===== src/assert_macros.svh =====
// ----------------------------------------------------------------------------
// Assertion macros for the base64 codec
// Concurrent assertion wrappers that can be compiled out with ASSERT_OFF.
// ----------------------------------------------------------------------------
`ifndef ASSERT_MACROS_SVH
`define ASSERT_MACROS_SVH

`ifndef ASSERT_OFF

// Property must hold at every clock edge outside reset.
`define B64_ASSERT(lbl, clk, rst_n, prop) \
  lbl: assert property (@(posedge clk) disable iff (!rst_n) (prop)) \
    else $error("base64 codec: assertion failed");

// Expression must never be true outside reset.
`define B64_NEVER(lbl, clk, rst_n, expr) \
  lbl: assert property (@(posedge clk) disable iff (!rst_n) !(expr)) \
    else $error("base64 codec: forbidden condition seen");

`else

`define B64_ASSERT(lbl, clk, rst_n, prop)
`define B64_NEVER(lbl, clk, rst_n, expr)

`endif

`endif


===== src/b64_pkg.sv =====
`timescale 1ns / 1ps
// ----------------------------------------------------------------------------
// Base64 codec package
// Shared types, constants and alphabet functions of the codec.
// ----------------------------------------------------------------------------
package b64_pkg;

  localparam logic [7:0] PadChar = 8'h3D;

  // Depth of the job queue between front and back.
  localparam int QDepth = 2;
  localparam int QPtrW  = (QDepth > 1) ? $clog2(QDepth) : 1;
  localparam int QCntW  = $clog2(QDepth + 1);

  // One accepted item turned into up to four result beats.
  typedef struct packed {
    logic [3:0][7:0] data;    // result bytes, slot 0 goes out first
    logic [1:0]      cnt;     // number of beats minus one
    logic            dvalid;  // 0 only for the empty end marker
    logic            last;    // final beat carries out_last
    logic            err;     // sticky error as seen after this item
  } job_t;

  typedef struct packed {
    logic full;
    logic empty;
  } q_stat_t;

  // Six-bit value to alphabet character.
  function automatic logic [7:0] b64_char(input logic [5:0] s);
    logic [7:0] r;
    case (s) inside
      [6'd0:6'd25]:  r = {2'b00, s} + 8'h41;
      [6'd26:6'd51]: r = {2'b00, s} + 8'd71;
      [6'd52:6'd61]: r = {2'b00, s} - 8'd4;
      6'd62:         r = 8'h2B;
      default:       r = 8'h2F;
    endcase
    return r;
  endfunction

  // Character to six-bit value; bit 6 set when the character is not in the alphabet.
  function automatic logic [6:0] b64_sextet(input logic [7:0] c);
    logic [6:0] r;
    case (c) inside
      [8'h41:8'h5A]: r = {1'b0, 6'(c - 8'h41)};
      [8'h61:8'h7A]: r = {1'b0, 6'(c - 8'd71)};
      [8'h30:8'h39]: r = {1'b0, 6'(c + 8'd4)};
      8'h2B:         r = {1'b0, 6'd62};
      8'h2F:         r = {1'b0, 6'd63};
      default:       r = 7'h40;
    endcase
    return r;
  endfunction

endpackage


===== src/b64_ifs.sv =====
`timescale 1ns / 1ps
// ----------------------------------------------------------------------------
// Base64 codec channel interfaces
// Valid/ready channels for input items and result beats.
// ----------------------------------------------------------------------------
interface b64_in_if;
  logic       valid;
  logic       ready;
  logic [7:0] in_byte;
  logic       in_last;

  modport source (output valid, in_byte, in_last, input ready);
  modport sink   (input valid, in_byte, in_last, output ready);
endinterface

interface b64_out_if;
  logic       valid;
  logic       ready;
  logic [7:0] out_byte;
  logic       out_valid;
  logic       out_last;
  logic       bad_input;

  modport source (output valid, out_byte, out_valid, out_last, bad_input, input ready);
  modport sink   (input valid, out_byte, out_valid, out_last, bad_input, output ready);
endinterface


===== src/b64_front.sv =====
`timescale 1ns / 1ps
// ----------------------------------------------------------------------------
// Base64 codec front end
// Accepts items, updates the group state and builds one job per item.
// ----------------------------------------------------------------------------
module b64_front import b64_pkg::*; (
  input  logic       clk_i,
  input  logic       rst_ni,
  input  logic       cfg_we_i,
  input  logic       cfg_wdata_i,
  b64_in_if.sink     in_i,
  input  logic       q_full_i,
  output logic       push_o,
  output job_t       job_o
);

  logic            mode_q;
  logic [5:0]      acc_q, acc_d;
  logic [1:0]      pos_q, pos_d;
  logic            pad_q, pad_d;
  logic            err_q, err_d;
  logic            accept;
  logic [7:0]      b;
  logic            last;
  logic [6:0]      sext;
  logic [3:0][7:0] data;
  logic [2:0]      n;

  assign in_i.ready = !q_full_i;
  assign accept     = in_i.valid && !q_full_i;
  assign b          = in_i.in_byte;
  assign last       = in_i.in_last;
  assign sext       = b64_sextet(b);

  always_comb begin
    acc_d = acc_q;
    pos_d = pos_q;
    pad_d = pad_q;
    err_d = err_q;
    data  = '0;
    n     = 3'd0;
    if (!mode_q) begin
      case (pos_q)
        2'd1: begin
          data[0] = b64_char({acc_q[1:0], b[7:4]});
          acc_d   = {2'b00, b[3:0]};
          pos_d   = 2'd2;
          n       = 3'd1;
          if (last) begin
            data[1] = b64_char({b[3:0], 2'b00});
            data[2] = PadChar;
            n       = 3'd3;
          end
        end
        2'd2: begin
          data[0] = b64_char({acc_q[3:0], b[7:6]});
          data[1] = b64_char(b[5:0]);
          acc_d   = '0;
          pos_d   = 2'd0;
          n       = 3'd2;
        end
        default: begin
          // Position three cannot occur in encode mode; it acts as zero.
          data[0] = b64_char(b[7:2]);
          acc_d   = {4'b0000, b[1:0]};
          pos_d   = 2'd1;
          n       = 3'd1;
          if (last) begin
            data[1] = b64_char({b[1:0], 4'b0000});
            data[2] = PadChar;
            data[3] = PadChar;
            n       = 3'd4;
          end
        end
      endcase
    end else begin
      if (pad_q) begin
        // Everything after the pad is dropped silently.
      end else if (b == PadChar) begin
        if (pos_q < 2'd2) begin
          err_d = 1'b1;
        end
        pad_d = 1'b1;
      end else if (sext[6]) begin
        err_d = 1'b1;
      end else begin
        acc_d = sext[5:0];
        pos_d = pos_q + 2'd1;
        case (pos_q)
          2'd1: begin
            data[0] = {acc_q, sext[5:4]};
            n       = 3'd1;
          end
          2'd2: begin
            data[0] = {acc_q[3:0], sext[5:2]};
            n       = 3'd1;
          end
          2'd3: begin
            data[0] = {acc_q[1:0], sext[5:0]};
            acc_d   = '0;
            n       = 3'd1;
          end
          default: begin
          end
        endcase
      end
      // A message that ends on a lone character is incomplete.
      if (last && !pad_d && pos_d == 2'd1) begin
        err_d = 1'b1;
      end
    end

    job_o.data   = data;
    job_o.dvalid = (n != 3'd0);
    job_o.cnt    = (n == 3'd0) ? 2'd0 : 2'(n - 3'd1);
    job_o.last   = last;
    job_o.err    = err_d;

    if (last) begin
      acc_d = '0;
      pos_d = '0;
      pad_d = 1'b0;
    end
  end

  assign push_o = accept && (n != 3'd0 || last);

  always_ff @(posedge clk_i or negedge rst_ni) begin
    if (!rst_ni) begin
      mode_q <= 1'b0;
      acc_q  <= '0;
      pos_q  <= '0;
      pad_q  <= 1'b0;
      err_q  <= 1'b0;
    end else if (cfg_we_i) begin
      mode_q <= cfg_wdata_i;
      acc_q  <= '0;
      pos_q  <= '0;
      pad_q  <= 1'b0;
      err_q  <= 1'b0;
    end else if (accept) begin
      acc_q <= acc_d;
      pos_q <= pos_d;
      pad_q <= pad_d;
      err_q <= err_d;
    end
  end

endmodule


===== src/b64_queue.sv =====
`timescale 1ns / 1ps
// ----------------------------------------------------------------------------
// Base64 codec job queue
// Short register queue that decouples the front end from the back end.
// ----------------------------------------------------------------------------
module b64_queue import b64_pkg::*; (
  input  logic    clk_i,
  input  logic    rst_ni,
  input  logic    push_i,
  input  job_t    job_i,
  input  logic    pop_i,
  output q_stat_t stat_o,
  output job_t    head_o
);

  job_t             mem_q [QDepth];
  logic [QPtrW-1:0] wptr_q, rptr_q;
  logic [QCntW-1:0] cnt_q;

  assign stat_o.full  = (cnt_q == QCntW'(QDepth));
  assign stat_o.empty = (cnt_q == '0);
  assign head_o       = mem_q[rptr_q];

  function automatic logic [QPtrW-1:0] ptr_inc(input logic [QPtrW-1:0] p);
    return (p == QPtrW'(QDepth - 1)) ? '0 : p + 1'b1;
  endfunction

  always_ff @(posedge clk_i) begin
    if (push_i) begin
      mem_q[wptr_q] <= job_i;
    end
  end

  always_ff @(posedge clk_i or negedge rst_ni) begin
    if (!rst_ni) begin
      wptr_q <= '0;
      rptr_q <= '0;
      cnt_q  <= '0;
    end else begin
      if (push_i) begin
        wptr_q <= ptr_inc(wptr_q);
      end
      if (pop_i) begin
        rptr_q <= ptr_inc(rptr_q);
      end
      if (push_i && !pop_i) begin
        cnt_q <= cnt_q + 1'b1;
      end else if (pop_i && !push_i) begin
        cnt_q <= cnt_q - 1'b1;
      end
    end
  end

endmodule


===== src/b64_back.sv =====
`timescale 1ns / 1ps
// ----------------------------------------------------------------------------
// Base64 codec back end
// Plays each job out as one result beat per cycle from a held register while out ready is high.
// ----------------------------------------------------------------------------
module b64_back import b64_pkg::*; (
  input  logic    clk_i,
  input  logic    rst_ni,
  input  q_stat_t stat_i,
  input  job_t    head_i,
  output logic    pop_o,
  b64_out_if.source out_o
);

  job_t       cur_q;
  logic [1:0] idx_q;
  logic       busy_q;
  logic       beat;
  logic       done;
  logic       at_end;

  assign at_end = (idx_q == cur_q.cnt);
  assign beat   = busy_q && out_o.ready;
  assign done   = beat && at_end;
  assign pop_o  = (!busy_q || done) && !stat_i.empty;

  assign out_o.valid     = busy_q;
  assign out_o.out_byte  = cur_q.data[idx_q];
  assign out_o.out_valid = cur_q.dvalid;
  assign out_o.out_last  = cur_q.last && at_end;
  assign out_o.bad_input = cur_q.err;

  always_ff @(posedge clk_i) begin
    if (pop_o) begin
      cur_q <= head_i;
    end
  end

  always_ff @(posedge clk_i or negedge rst_ni) begin
    if (!rst_ni) begin
      busy_q <= 1'b0;
      idx_q  <= '0;
    end else if (pop_o) begin
      busy_q <= 1'b1;
      idx_q  <= '0;
    end else if (done) begin
      busy_q <= 1'b0;
    end else if (beat) begin
      idx_q <= idx_q + 2'd1;
    end
  end

endmodule


===== src/base64_codec.sv =====
`timescale 1ns / 1ps
// ----------------------------------------------------------------------------
// Base64 codec top level
// Streaming standard-alphabet base64 encoder and decoder with '=' padding.
// ----------------------------------------------------------------------------
//
//   Channel   Dir   Handshake      Beat contents
//   in_i      in    valid/ready    in_byte, in_last
//   out_o     out   valid/ready    out_byte, out_valid, out_last, bad_input
//   cfg       in    cfg_we_i only  cfg_wdata_i = decode_mode
//
// The front end takes one input beat per cycle whenever the job queue has
// room and turns it into one job of up to four result beats in that cycle.
// The back end sends one result beat per cycle while the receiver is ready;
// its one-beat-per-cycle port sets the sustained rate, and the two-entry
// queue lets the input keep flowing while a long job drains. An input beat
// is registered in the job queue and then in the back end's job register
// before its first result appears. Reset is asynchronous and active low and
// needs no clearing pass; a configuration write clears the group state and
// the sticky error flag and is meant to happen only while the codec is idle.
//
module base64_codec import b64_pkg::*; (
  input  logic      clk_i,
  input  logic      rst_ni,
  input  logic      cfg_we_i,
  input  logic      cfg_wdata_i,
  b64_in_if.sink    in_i,
  b64_out_if.source out_o
);

  `include "assert_macros.svh"

  // Job handoff between front end, queue and back end.
  logic    push;
  logic    pop;
  job_t    job_new;
  job_t    job_head;
  q_stat_t q_stat;

  // The front end classifies each character or byte and computes every
  // result beat the item causes, together with the updated sticky error.
  b64_front u_front (
    .clk_i       (clk_i),
    .rst_ni      (rst_ni),
    .cfg_we_i    (cfg_we_i),
    .cfg_wdata_i (cfg_wdata_i),
    .in_i        (in_i),
    .q_full_i    (q_stat.full),
    .push_o      (push),
    .job_o       (job_new)
  );

  // Items that cause no result never enter the queue, except a final item, which enters as an empty end marker.
  b64_queue u_queue (
    .clk_i  (clk_i),
    .rst_ni (rst_ni),
    .push_i (push),
    .job_i  (job_new),
    .pop_i  (pop),
    .stat_o (q_stat),
    .head_o (job_head)
  );

  // The back end holds the current job in registers and steps through it.
  b64_back u_back (
    .clk_i  (clk_i),
    .rst_ni (rst_ni),
    .stat_i (q_stat),
    .head_i (job_head),
    .pop_o  (pop),
    .out_o  (out_o)
  );

  // The front end must never push into a full queue.
  `B64_NEVER(a_queue_no_overflow, clk_i, rst_ni, push && q_stat.full)

  // An idle back end picks up a waiting job on the next edge.
  `B64_ASSERT(a_back_takes_job, clk_i, rst_ni, (!q_stat.empty && !out_o.valid) |=> out_o.valid)

  // An empty end marker is only ever sent as the final beat of a message.
  `B64_ASSERT(a_marker_is_last, clk_i, rst_ni,
              (out_o.valid && !out_o.out_valid) |-> out_o.out_last)

endmodule


===== src/flat_wrapper.sv =====
// flat-port wrapper written by rule: the top's interface ports become plain ports
module base64_codec_flat import b64_pkg::*;
  (clk_i, rst_ni, cfg_we_i, cfg_wdata_i, in_i_valid, in_i_in_byte, in_i_in_last, in_i_ready, out_o_valid, out_o_out_byte, out_o_out_valid, out_o_out_last, out_o_bad_input, out_o_ready);
  b64_in_if in_i_i ();
  b64_out_if out_o_i ();
  input  logic clk_i;
  input  logic rst_ni;
  input  logic cfg_we_i;
  input  logic cfg_wdata_i;
  input wire logic [$bits(in_i_i.valid)-1:0] in_i_valid;
  input wire logic [$bits(in_i_i.in_byte)-1:0] in_i_in_byte;
  input wire logic [$bits(in_i_i.in_last)-1:0] in_i_in_last;
  output wire logic [$bits(in_i_i.ready)-1:0] in_i_ready;
  output wire logic [$bits(out_o_i.valid)-1:0] out_o_valid;
  output wire logic [$bits(out_o_i.out_byte)-1:0] out_o_out_byte;
  output wire logic [$bits(out_o_i.out_valid)-1:0] out_o_out_valid;
  output wire logic [$bits(out_o_i.out_last)-1:0] out_o_out_last;
  output wire logic [$bits(out_o_i.bad_input)-1:0] out_o_bad_input;
  input wire logic [$bits(out_o_i.ready)-1:0] out_o_ready;
  assign in_i_i.valid = in_i_valid;
  assign in_i_i.in_byte = in_i_in_byte;
  assign in_i_i.in_last = in_i_in_last;
  assign in_i_ready = in_i_i.ready;
  assign out_o_valid = out_o_i.valid;
  assign out_o_out_byte = out_o_i.out_byte;
  assign out_o_out_valid = out_o_i.out_valid;
  assign out_o_out_last = out_o_i.out_last;
  assign out_o_bad_input = out_o_i.bad_input;
  assign out_o_i.ready = out_o_ready;
  base64_codec u_core (.clk_i(clk_i), .rst_ni(rst_ni), .cfg_we_i(cfg_we_i), .cfg_wdata_i(cfg_wdata_i), .in_i(in_i_i), .out_o(out_o_i));
endmodule

===== config.mk =====
export PLATFORM = sky130hd
export DESIGN_NAME = base64_codec_flat
export DESIGN_NICKNAME = d
export VERILOG_FILES = /design/src/b64_pkg.sv /design/src/b64_ifs.sv /design/src/b64_front.sv /design/src/b64_queue.sv /design/src/b64_back.sv /design/src/base64_codec.sv /design/src/flat_wrapper.sv
export VERILOG_INCLUDE_DIRS = /design/src /design/src/src
export SDC_FILE = /design/constraint.sdc
export NUM_CORES = 1
export LEC_CHECK = 0
export ABC_AREA = 1
export BUFFER_PORTS_ARGS = -buffer_cell sky130_fd_sc_hd__buf_2
export CAP_MARGIN = 20
export CORE_AREA = 2 2 110 112
export DETAILED_ROUTE_END_ITERATION = 6
export DIE_AREA = 0 0 112 114
export PLACE_DENSITY = 0.88
export SLEW_MARGIN = 20
export SYNTH_ARGS = -nofsm -noshare
export SYNTH_HDL_FRONTEND = slang
export SYNTH_SLANG_ARGS = --single-unit

===== constraint.sdc =====
create_clock -name clk_i -period 2.9 [get_ports clk_i]
set_input_delay 0.58 -clock clk_i [delete_from_list [all_inputs] [get_ports clk_i]]
set_output_delay 0.58 -clock clk_i [all_outputs]
set_load 0.1 [all_outputs]

==> results of run 1 <==
-- stage by stage --
step | utilization (%) | instances | TNS (ns) | power, W
floorplan | - | 875 | 0 | 0.00401
global placement | 62.3 | 1099 | 0 | 0.00462
detailed placement | 62.3 | 1099 | -0.0723 | 0.00472
CTS | 65.0 | 1115 | 0 | 0.00595
global route | 65.1 | 1115 | 0 | 0.00624
finish | 65.1 | 1115 | 0 | 0.00597
-- final timing paths --
kind | to | slack, ns | depth (start not counted)
max | u_core.u_queue.cnt_q[1] | 0.17 | 15
min | u_core.u_back.idx_q[1] | 0.19 | 1
max reg2reg | u_core.u_queue.cnt_q[1] | 0.17 | 15
min reg2reg | u_core.u_queue.wptr_q | 0.48 | 2
max in group asynchronous | u_core.u_front.acc_q[3] | 2.37 | 1
min in group clk_i | u_core.u_front.mode_q | 0.45 | 3
-- metal layers --
metal	track usage [%]	part of all wire, %	wire length, um	vias to the layer above
met5	0	0	0	-
met1	36.9	39	7620	2941
met4	14.1	3.9	765	0
li1	-	-	-	3130
met3	3.35	6.7	1320	60
met2	56.5	50	9870	301
-- critical path, stage by stage, from the launching register on --
cell	delay [ns]
dfrtp_1	0.45
inv_1	0.13
ha_2	0.46
inv_1	0.09
nor2_2	0.10
inv_1	0.12
nor2_1	0.15
nor2_1	0.08
nand2_2	0.09
nand3_2	0.07
nand2_1	0.14
inv_1	0.06
ha_1	0.29
a21oi_1	0.12
o21ai_0	0.12
xnor2_1	0.14
-- state kept, by name (all words and copies together), names as in the netlist, 2 cells and up --
signal and cells:
u_core.u_front.acc_q 6, u_core.u_queue.mem_q 46, u_core.u_back.idx_q 2, u_core.u_front.pos_q 2, u_core.u_queue.cnt_q 2, u_core.u_back.cur_q 21
-- where the power goes --
| group | switching [W] | total (W) | internal [W] |
|---|---|---|---|
| clock network | 0.000461 | 0.00122 | 0.000755 |
| logic | 0.00212 | 0.00276 | 0.000644 |
| registers | 0.000161 | 0.00200 | 0.00183 |
| total | 0.00274 | 0.00597 | 0.00323 |
-- synth_stat cells, types with 12 or more instances --
| library cell | n |
|---|---|
| o21ai_0 | 81 |
| o21ai_1 | 13 |
| dfrtp_1 | 18 |
| buf_2 | 12 |
| nand2_1 | 244 |
| nor2_1 | 82 |
| inv_1 | 67 |
| nand3_1 | 61 |
| xor2_1 | 14 |
| o211ai_1 | 20 |
| inv_2 | 21 |
| a21oi_1 | 42 |
| ha_1 | 28 |
| edfxtp_1 | 69 |
-- area by class of cell --
cell class | count | area, um2
Fill cell | 1010 | 4090
Multi-Input combinational cell | 669 | 3500
Sequential cell | 87 | 2520
Timing Repair Buffer | 105 | 746
Inverter | 91 | 348
Clock buffer | 9 | 225
Tap cell | 147 | 184
Clock inverter | 7 | 96.3
-- cell families (layout without fill, tap and decap cells) --
kind of cell,after synthesis,after routing,share of synthesized area (%)
and+or+nand+nor,424,424,27.8
AOI/OAI and AO/OA,194,194,17.4
buffers and inverters,119,212,7.46
DFF,87,87,38.9
adders and majority gates,28,28,5.40
xor gates and xnor gates,23,23,3.10
==> impl_metrics.json, run 1 <==
{
  "critPathCaptureType": "register",
  "cts_root_buffer": "clkbuf_16",
  "drc": 0,
  "core_area_mm2": 0.0117,
  "fin_crit_ns": 2.73,
  "clock_tree.buffer_depth": 2,
  "postSynthCellCount": 875,
  "setup_viol": 0,
  "fin_nets": 1006,
  "cts_setup_buffers": 0,
  "place_congestion": 1.01,
  "dieWidth_um": 112,
  "final_cell_mix": "nand2_1 (244), nor2_1 (80), buf_4 (76)",
  "synth_edf_count": 69,
  "vias": 6432,
  "finalInstanceArea_mm2": 0.00762,
  "hold_viol": 0,
  "maxSlewViolCount": 0,
  "ir_drop_mv": 1.65,
  "clock_skew_ns": 0.00866,
  "synth_top_cell_by_area": "edfxtp_1",
  "dominantRegCellSynth": "edfxtp_1",
  "rsz0062_at_grt": "no",
  "cts_resized": 0,
  "final_antenna_net_count": 0,
  "fp-row-count": 40,
  "grt_use_total_pct": 31.0,
  "leakage_nw": 3.33,
  "cts_made_buffers": 9,
  "clock.fmax_mhz": 366,
  "slew_headroom_pct": 48.4,
  "synth_area_mm2": 0.00649,
  "grt_pass1_wl_mm": 31.1,
  "yosysSeqAreaShare_pct": 38.9,
  "powerDensity_mw_per_mm2": 783,
  "reg2reg_from": "u_core.u_front.pos_q[1]",
  "hold_class": "primary input to asynchronous set/reset pin",
  "synth_top_cell_area_share_pct": 31.9,
  "synth_area_leaders": "edfxtp_1 (32%), nand2_1 (14%), dfrtp_1 (6.9%), o21ai_0 (6.2%), ha_1 (5.4%)",
  "drt_iter0_drc": 654,
  "crit_type": "register to register",
  "cts_tree": "built",
  "hold_buffers": 0,
  "wl_per_cell_um": 17.6,
  "cp-start-kind": "register",
  "required_ns": 3.12,
  "post-place-ws_ns": -0.0723,
  "crit_arrival_ns": 2.95,
  "port_buffers": 27,
  "wl_mm": 19.6,
  "overflow": 0,
  "synth_cell_types": 48,
  "drive_gt1_share_pct": 18.3,
  "period_share_pct": 94.1,
  "final.setup.worst_slack_ns": 0.170,
  "die-area_mm2": 0.0128,
  "hold_ws_ns": 0.190,
  "grt_max_degree": 25,
  "grt_antenna_before_repair": 0,
  "clk_latency_ns": 0.34,
  "drv_cap": 0,
  "cts.sinks": 87,
  "layout_commonest_cell": "nand2_1",
  "hpwlAfterDp_mm": 14.9,
  "postSynthAreaPerCell_um2": 7.42,
  "start_util_pct": 55.4,
  "syn_to_final_growth_pct": 17.4,
  "crit_fanout": 8,
  "io_pins": 28,
  "grt_pass1_vias": 6293,
  "first_pass_iters": 7,
  "synthesis.nets": 918,
  "synth-async-reset-ratio_pct": 20.7,
  "startpoint": "u_core.u_front.pos_q[1]",
  "place_area_mm2": 0.00729,
  "n_antenna_cell": 0,
  "synth-seq-cells": 87,
  "fp.dieH_um": 114,
  "worstMarginPinSlew_ns": 0.773,
  "post_drt_via_cell_ratio": 5.77,
  "status": "finished, final reports clean",
  "ys_warn_count": 0,
  "clk_pin_slew_ns": 0.07,
  "htreeDepth": 3
}
Note: power is estimated with default switching activity, not from simulation.
==> run 2: changes to the inputs <==
CORE_AREA = 2 2 124 126   (was 2 2 110 112)
DIE_AREA = 0 0 126 128   (was 0 0 112 114)
SKIP_LAST_GASP = 1   (was default)
SYNTH_HIERARCHICAL = 1   (was default)
==> run 2 against run 1 <==
  * Flip-flop and latch count grew 42
  * Register-to-register slack better by 0.05 ns
  * Sequential share of layout area rose by 4.5 points
  * Critical path type is now primary input to register
  * Critical endpoint is now u_core/u_queue/cnt_q[1]
  * Highest routed layer unchanged
==> impl_metrics.json, run 2 <==
{
  "n_antenna_cell": 0,
  "fin_nets": 1121,
  "path_buf_inv": 5,
  "drt_iter0_drc": 781,
  "drv_cap": 0,
  "crit_arrival_ns": 3.02,
  "fp-row-count": 45,
  "status": "finished, final reports clean",
  "cts.sinks": 129,
  "vias": 7431,
  "synth_top_cell_by_area": "edfxtp_1",
  "postSynthAreaPerCell_um2": 8.63,
  "synth_edf_count": 111,
  "cts_made_buffers": 17,
  "synth_area_mm2": 0.00844,
  "synth-async-reset-ratio_pct": 14.0,
  "grt_antenna_before_repair": 0,
  "maxSlewViolCount": 0,
  "clock_skew_ns": 0.00712,
  "cts_root_buffer": "clkbuf_16",
  "start_util_pct": 56.8,
  "clock_tree.buffer_depth": 2,
  "clock.fmax_mhz": 367,
  "htreeDepth": 4,
  "dominantRegCellSynth": "edfxtp_1",
  "core_area_mm2": 0.0149,
  "yosysSeqAreaShare_pct": 44.8,
  "synth.most_common_cell": "nand2_1",
  "cts_tree": "built",
  "post_drt_via_cell_ratio": 5.82,
  "crit_top_cell": "nand2_1",
  "post-place-ws_ns": -0.0546,
  "slew_headroom_pct": 65.1,
  "grt_use_total_pct": 30.1,
  "place_congestion": 1.01,
  "die-area_mm2": 0.0161,
  "layout_commonest_cell": "nand2_1",
  "first_pass_iters": 7,
  "hpwlAfterDp_mm": 17.8,
  "leakage_nw": 4.36,
  "final.setup.worst_slack_ns": 0.178,
  "fin_util_pct": 67.8,
  "ys_top_cells_by_count": "nand2_1 (206), edfxtp_1 (111), inv_1 (102), nor2_1 (91), nand3_1 (71)",
  "final_cell_mix": "nand2_1 (200), edfxtp_1 (111), inv_1 (94)",
  "final_cells": 1277,
  "p_total_w": 0.00825,
  "clk_pin_slew_ns": 0.06,
  "grt_pass1_wl_mm": 37.7,
  "rsz0062_at_grt": "no",
  "clk_latency_ns": 0.41,
  "required_ns": 3.20,
  "hold_viol": 0,
  "setup_viol": 0,
  "crit_type": "primary input to register",
  "grt_pass1_vias": 7208,
  "fin_crit_ns": 2.72,
  "wl_mm": 24.3,
  "largest_register": "u_core/u_queue/mem_q",
  "postSynthCellCount": 979,
  "drive_gt1_share_pct": 24.1,
  "path_delay_family": "simple AND/OR/NAND/NOR gates",
  "largest_reg_flops": 74,
  "ir_drop_mv": 0.587,
  "io_pins": 28,
  "slowest_delay_ns": 0.32,
  "synth_top_cell_area_share_pct": 39.5,
  "cts_setup_buffers": 0,
  "placed_cells": 1245,
  "grt_max_degree": 40,
  "synth_cell_types": 48,
  "synth_area_leaders": "edfxtp_1 (39%), nand2_1 (9.2%), dfrtp_1 (5.3%), inv_1 (4.5%), ha_1 (4.4%)",
  "period_share_pct": 93.9,
  "syn_to_final_growth_pct": 19.3,
  "place_area_mm2": 0.00947,
  "overflow": 0,
  "port_buffers": 27,
  "dieWidth_um": 126,
  "synth-seq-cells": 129,
  "hold_class": "primary input to asynchronous set/reset pin",
  "wl_per_cell_um": 19.0,
  "top_regs": "u_core/u_queue/mem_q x74, u_core/u_back/cur_q x35, u_core/u_front/acc_q x6",
  "cp-start-kind": "primary input",
  "cp_slowest_cell": "nor3_1",
  "final_antenna_net_count": 0,
  "drc": 0,
  "fp.dieH_um": 128,
  "ys_warn_count": 6,
  "powerDensity_mw_per_mm2": 819,
  "critPathCaptureType": "register",
  "finalInstanceArea_mm2": 0.0101,
  "num-fill-cells": 1181,
  "crit_fanout": 4,
  "worstMarginPinSlew_ns": 0.521,
  "crit_chain": "buf_2, ha_1, nand2_1, nor3_1, buf_4, nor2_1, inv_1, nor2_2, nand2_2, nand2_1, nand2_1, nand3_1, nand2_1, inv_2, ha_1, inv_1, nand3_1, nand2_1, nand2_1"
}
[run 2: cell types whose count changed in the layout (fill, tap and decap cells not counted), sizes merged, moves of 10 or more]
cell / previous run / this run
nand2: 258 / 224
o22ai: 3 / 15
o211ai: 20 / 6
inv: 89 / 121
o21ai: 97 / 82
buf: 105 / 117
edfxtp: 69 / 111
nor2: 86 / 97
nand3: 62 / 72
mux2: 0 / 37
[run 2: layout make-up]
type                    count  area, um2  share of cell area, %
multi-input cells         693       4090                   40.6
flip-flops and latches    129       3790                   37.6
repair buffers            118        883                   8.77
inverters                 117        483                   4.79
clock buffers              17        425                   4.22
well taps                 188        235                   2.34
clock inverters            15        168                   1.66
[run 2: path summary, 6_finish.rpt]
check	slack, ns	depth (start not counted)	start	end
hold / removal	0.11	1	rst_ni	u_core/u_back/idx_q[1]
min in group clk_i	0.38	3	cfg_wdata_i	u_core/u_front/mode_q
setup / recovery	0.18	19	in_i_in_byte[2]	u_core/u_queue/cnt_q[1]
max in group asynchronous	2.45	1	rst_ni	u_core/u_back/idx_q[0]
setup reg to reg	0.22	16	u_core/u_front/pos_q[0]	u_core/u_queue/cnt_q[1]
hold reg to reg	0.54	2	u_core/u_queue/cnt_q[1]	u_core/u_queue/cnt_q[1]
[run 2: cell families (layout without fill, tap and decap cells)]
family          Yosys count  count (layout)  synth area share (%)
fa+ha+maj                30              30                  4.45
mux                      37              37                  5.82
compound gates          178             178                  12.2
other cells               1               6                0.0444
buf+inv                 162             267                  8.96
simple gates            417             417                  21.1
flops                   129             129                  44.8
xor+xnor                 25              25                  2.59
[run 2: stage by stage]
step | TNS, ns | hold slack, ns
floorplan | -9.98 | 0.284
global placement | -0.0243 | 0.498
detailed placement | -1.51 | 0.513
CTS | 0 | 0.112
global route | 0 | 0.131
finish | 0 | 0.113
[run 2: power by group]
group | total (W) | switching [W] | internal [W] | leakage [nW]
clock | 0.00210 | 0.000813 | 0.00129 | 0.292
combinational | 0.00327 | 0.00230 | 0.000974 | 2.80
sequential | 0.00288 | 0.000264 | 0.00261 | 1.26
total | 0.00825 | 0.00338 | 0.00488 | 4.36
[run 2: timing repair]
item,CTS,global route
pin swaps,0,0
endpoints found under the setup margin,35,37
resized for setup,1,3
hold buffers,0,0
[run 2: routing by layer]
metal | global-route usage (%) | vias up | wire length, um
met1 | 35.6 | 3441 | 9130
li1 | - | 3495 | -
met4 | 12.0 | 0 | 854
met3 | 4.84 | 80 | 1750
met2 | 54.7 | 415 | 12500
met5 | 0 | - | 0
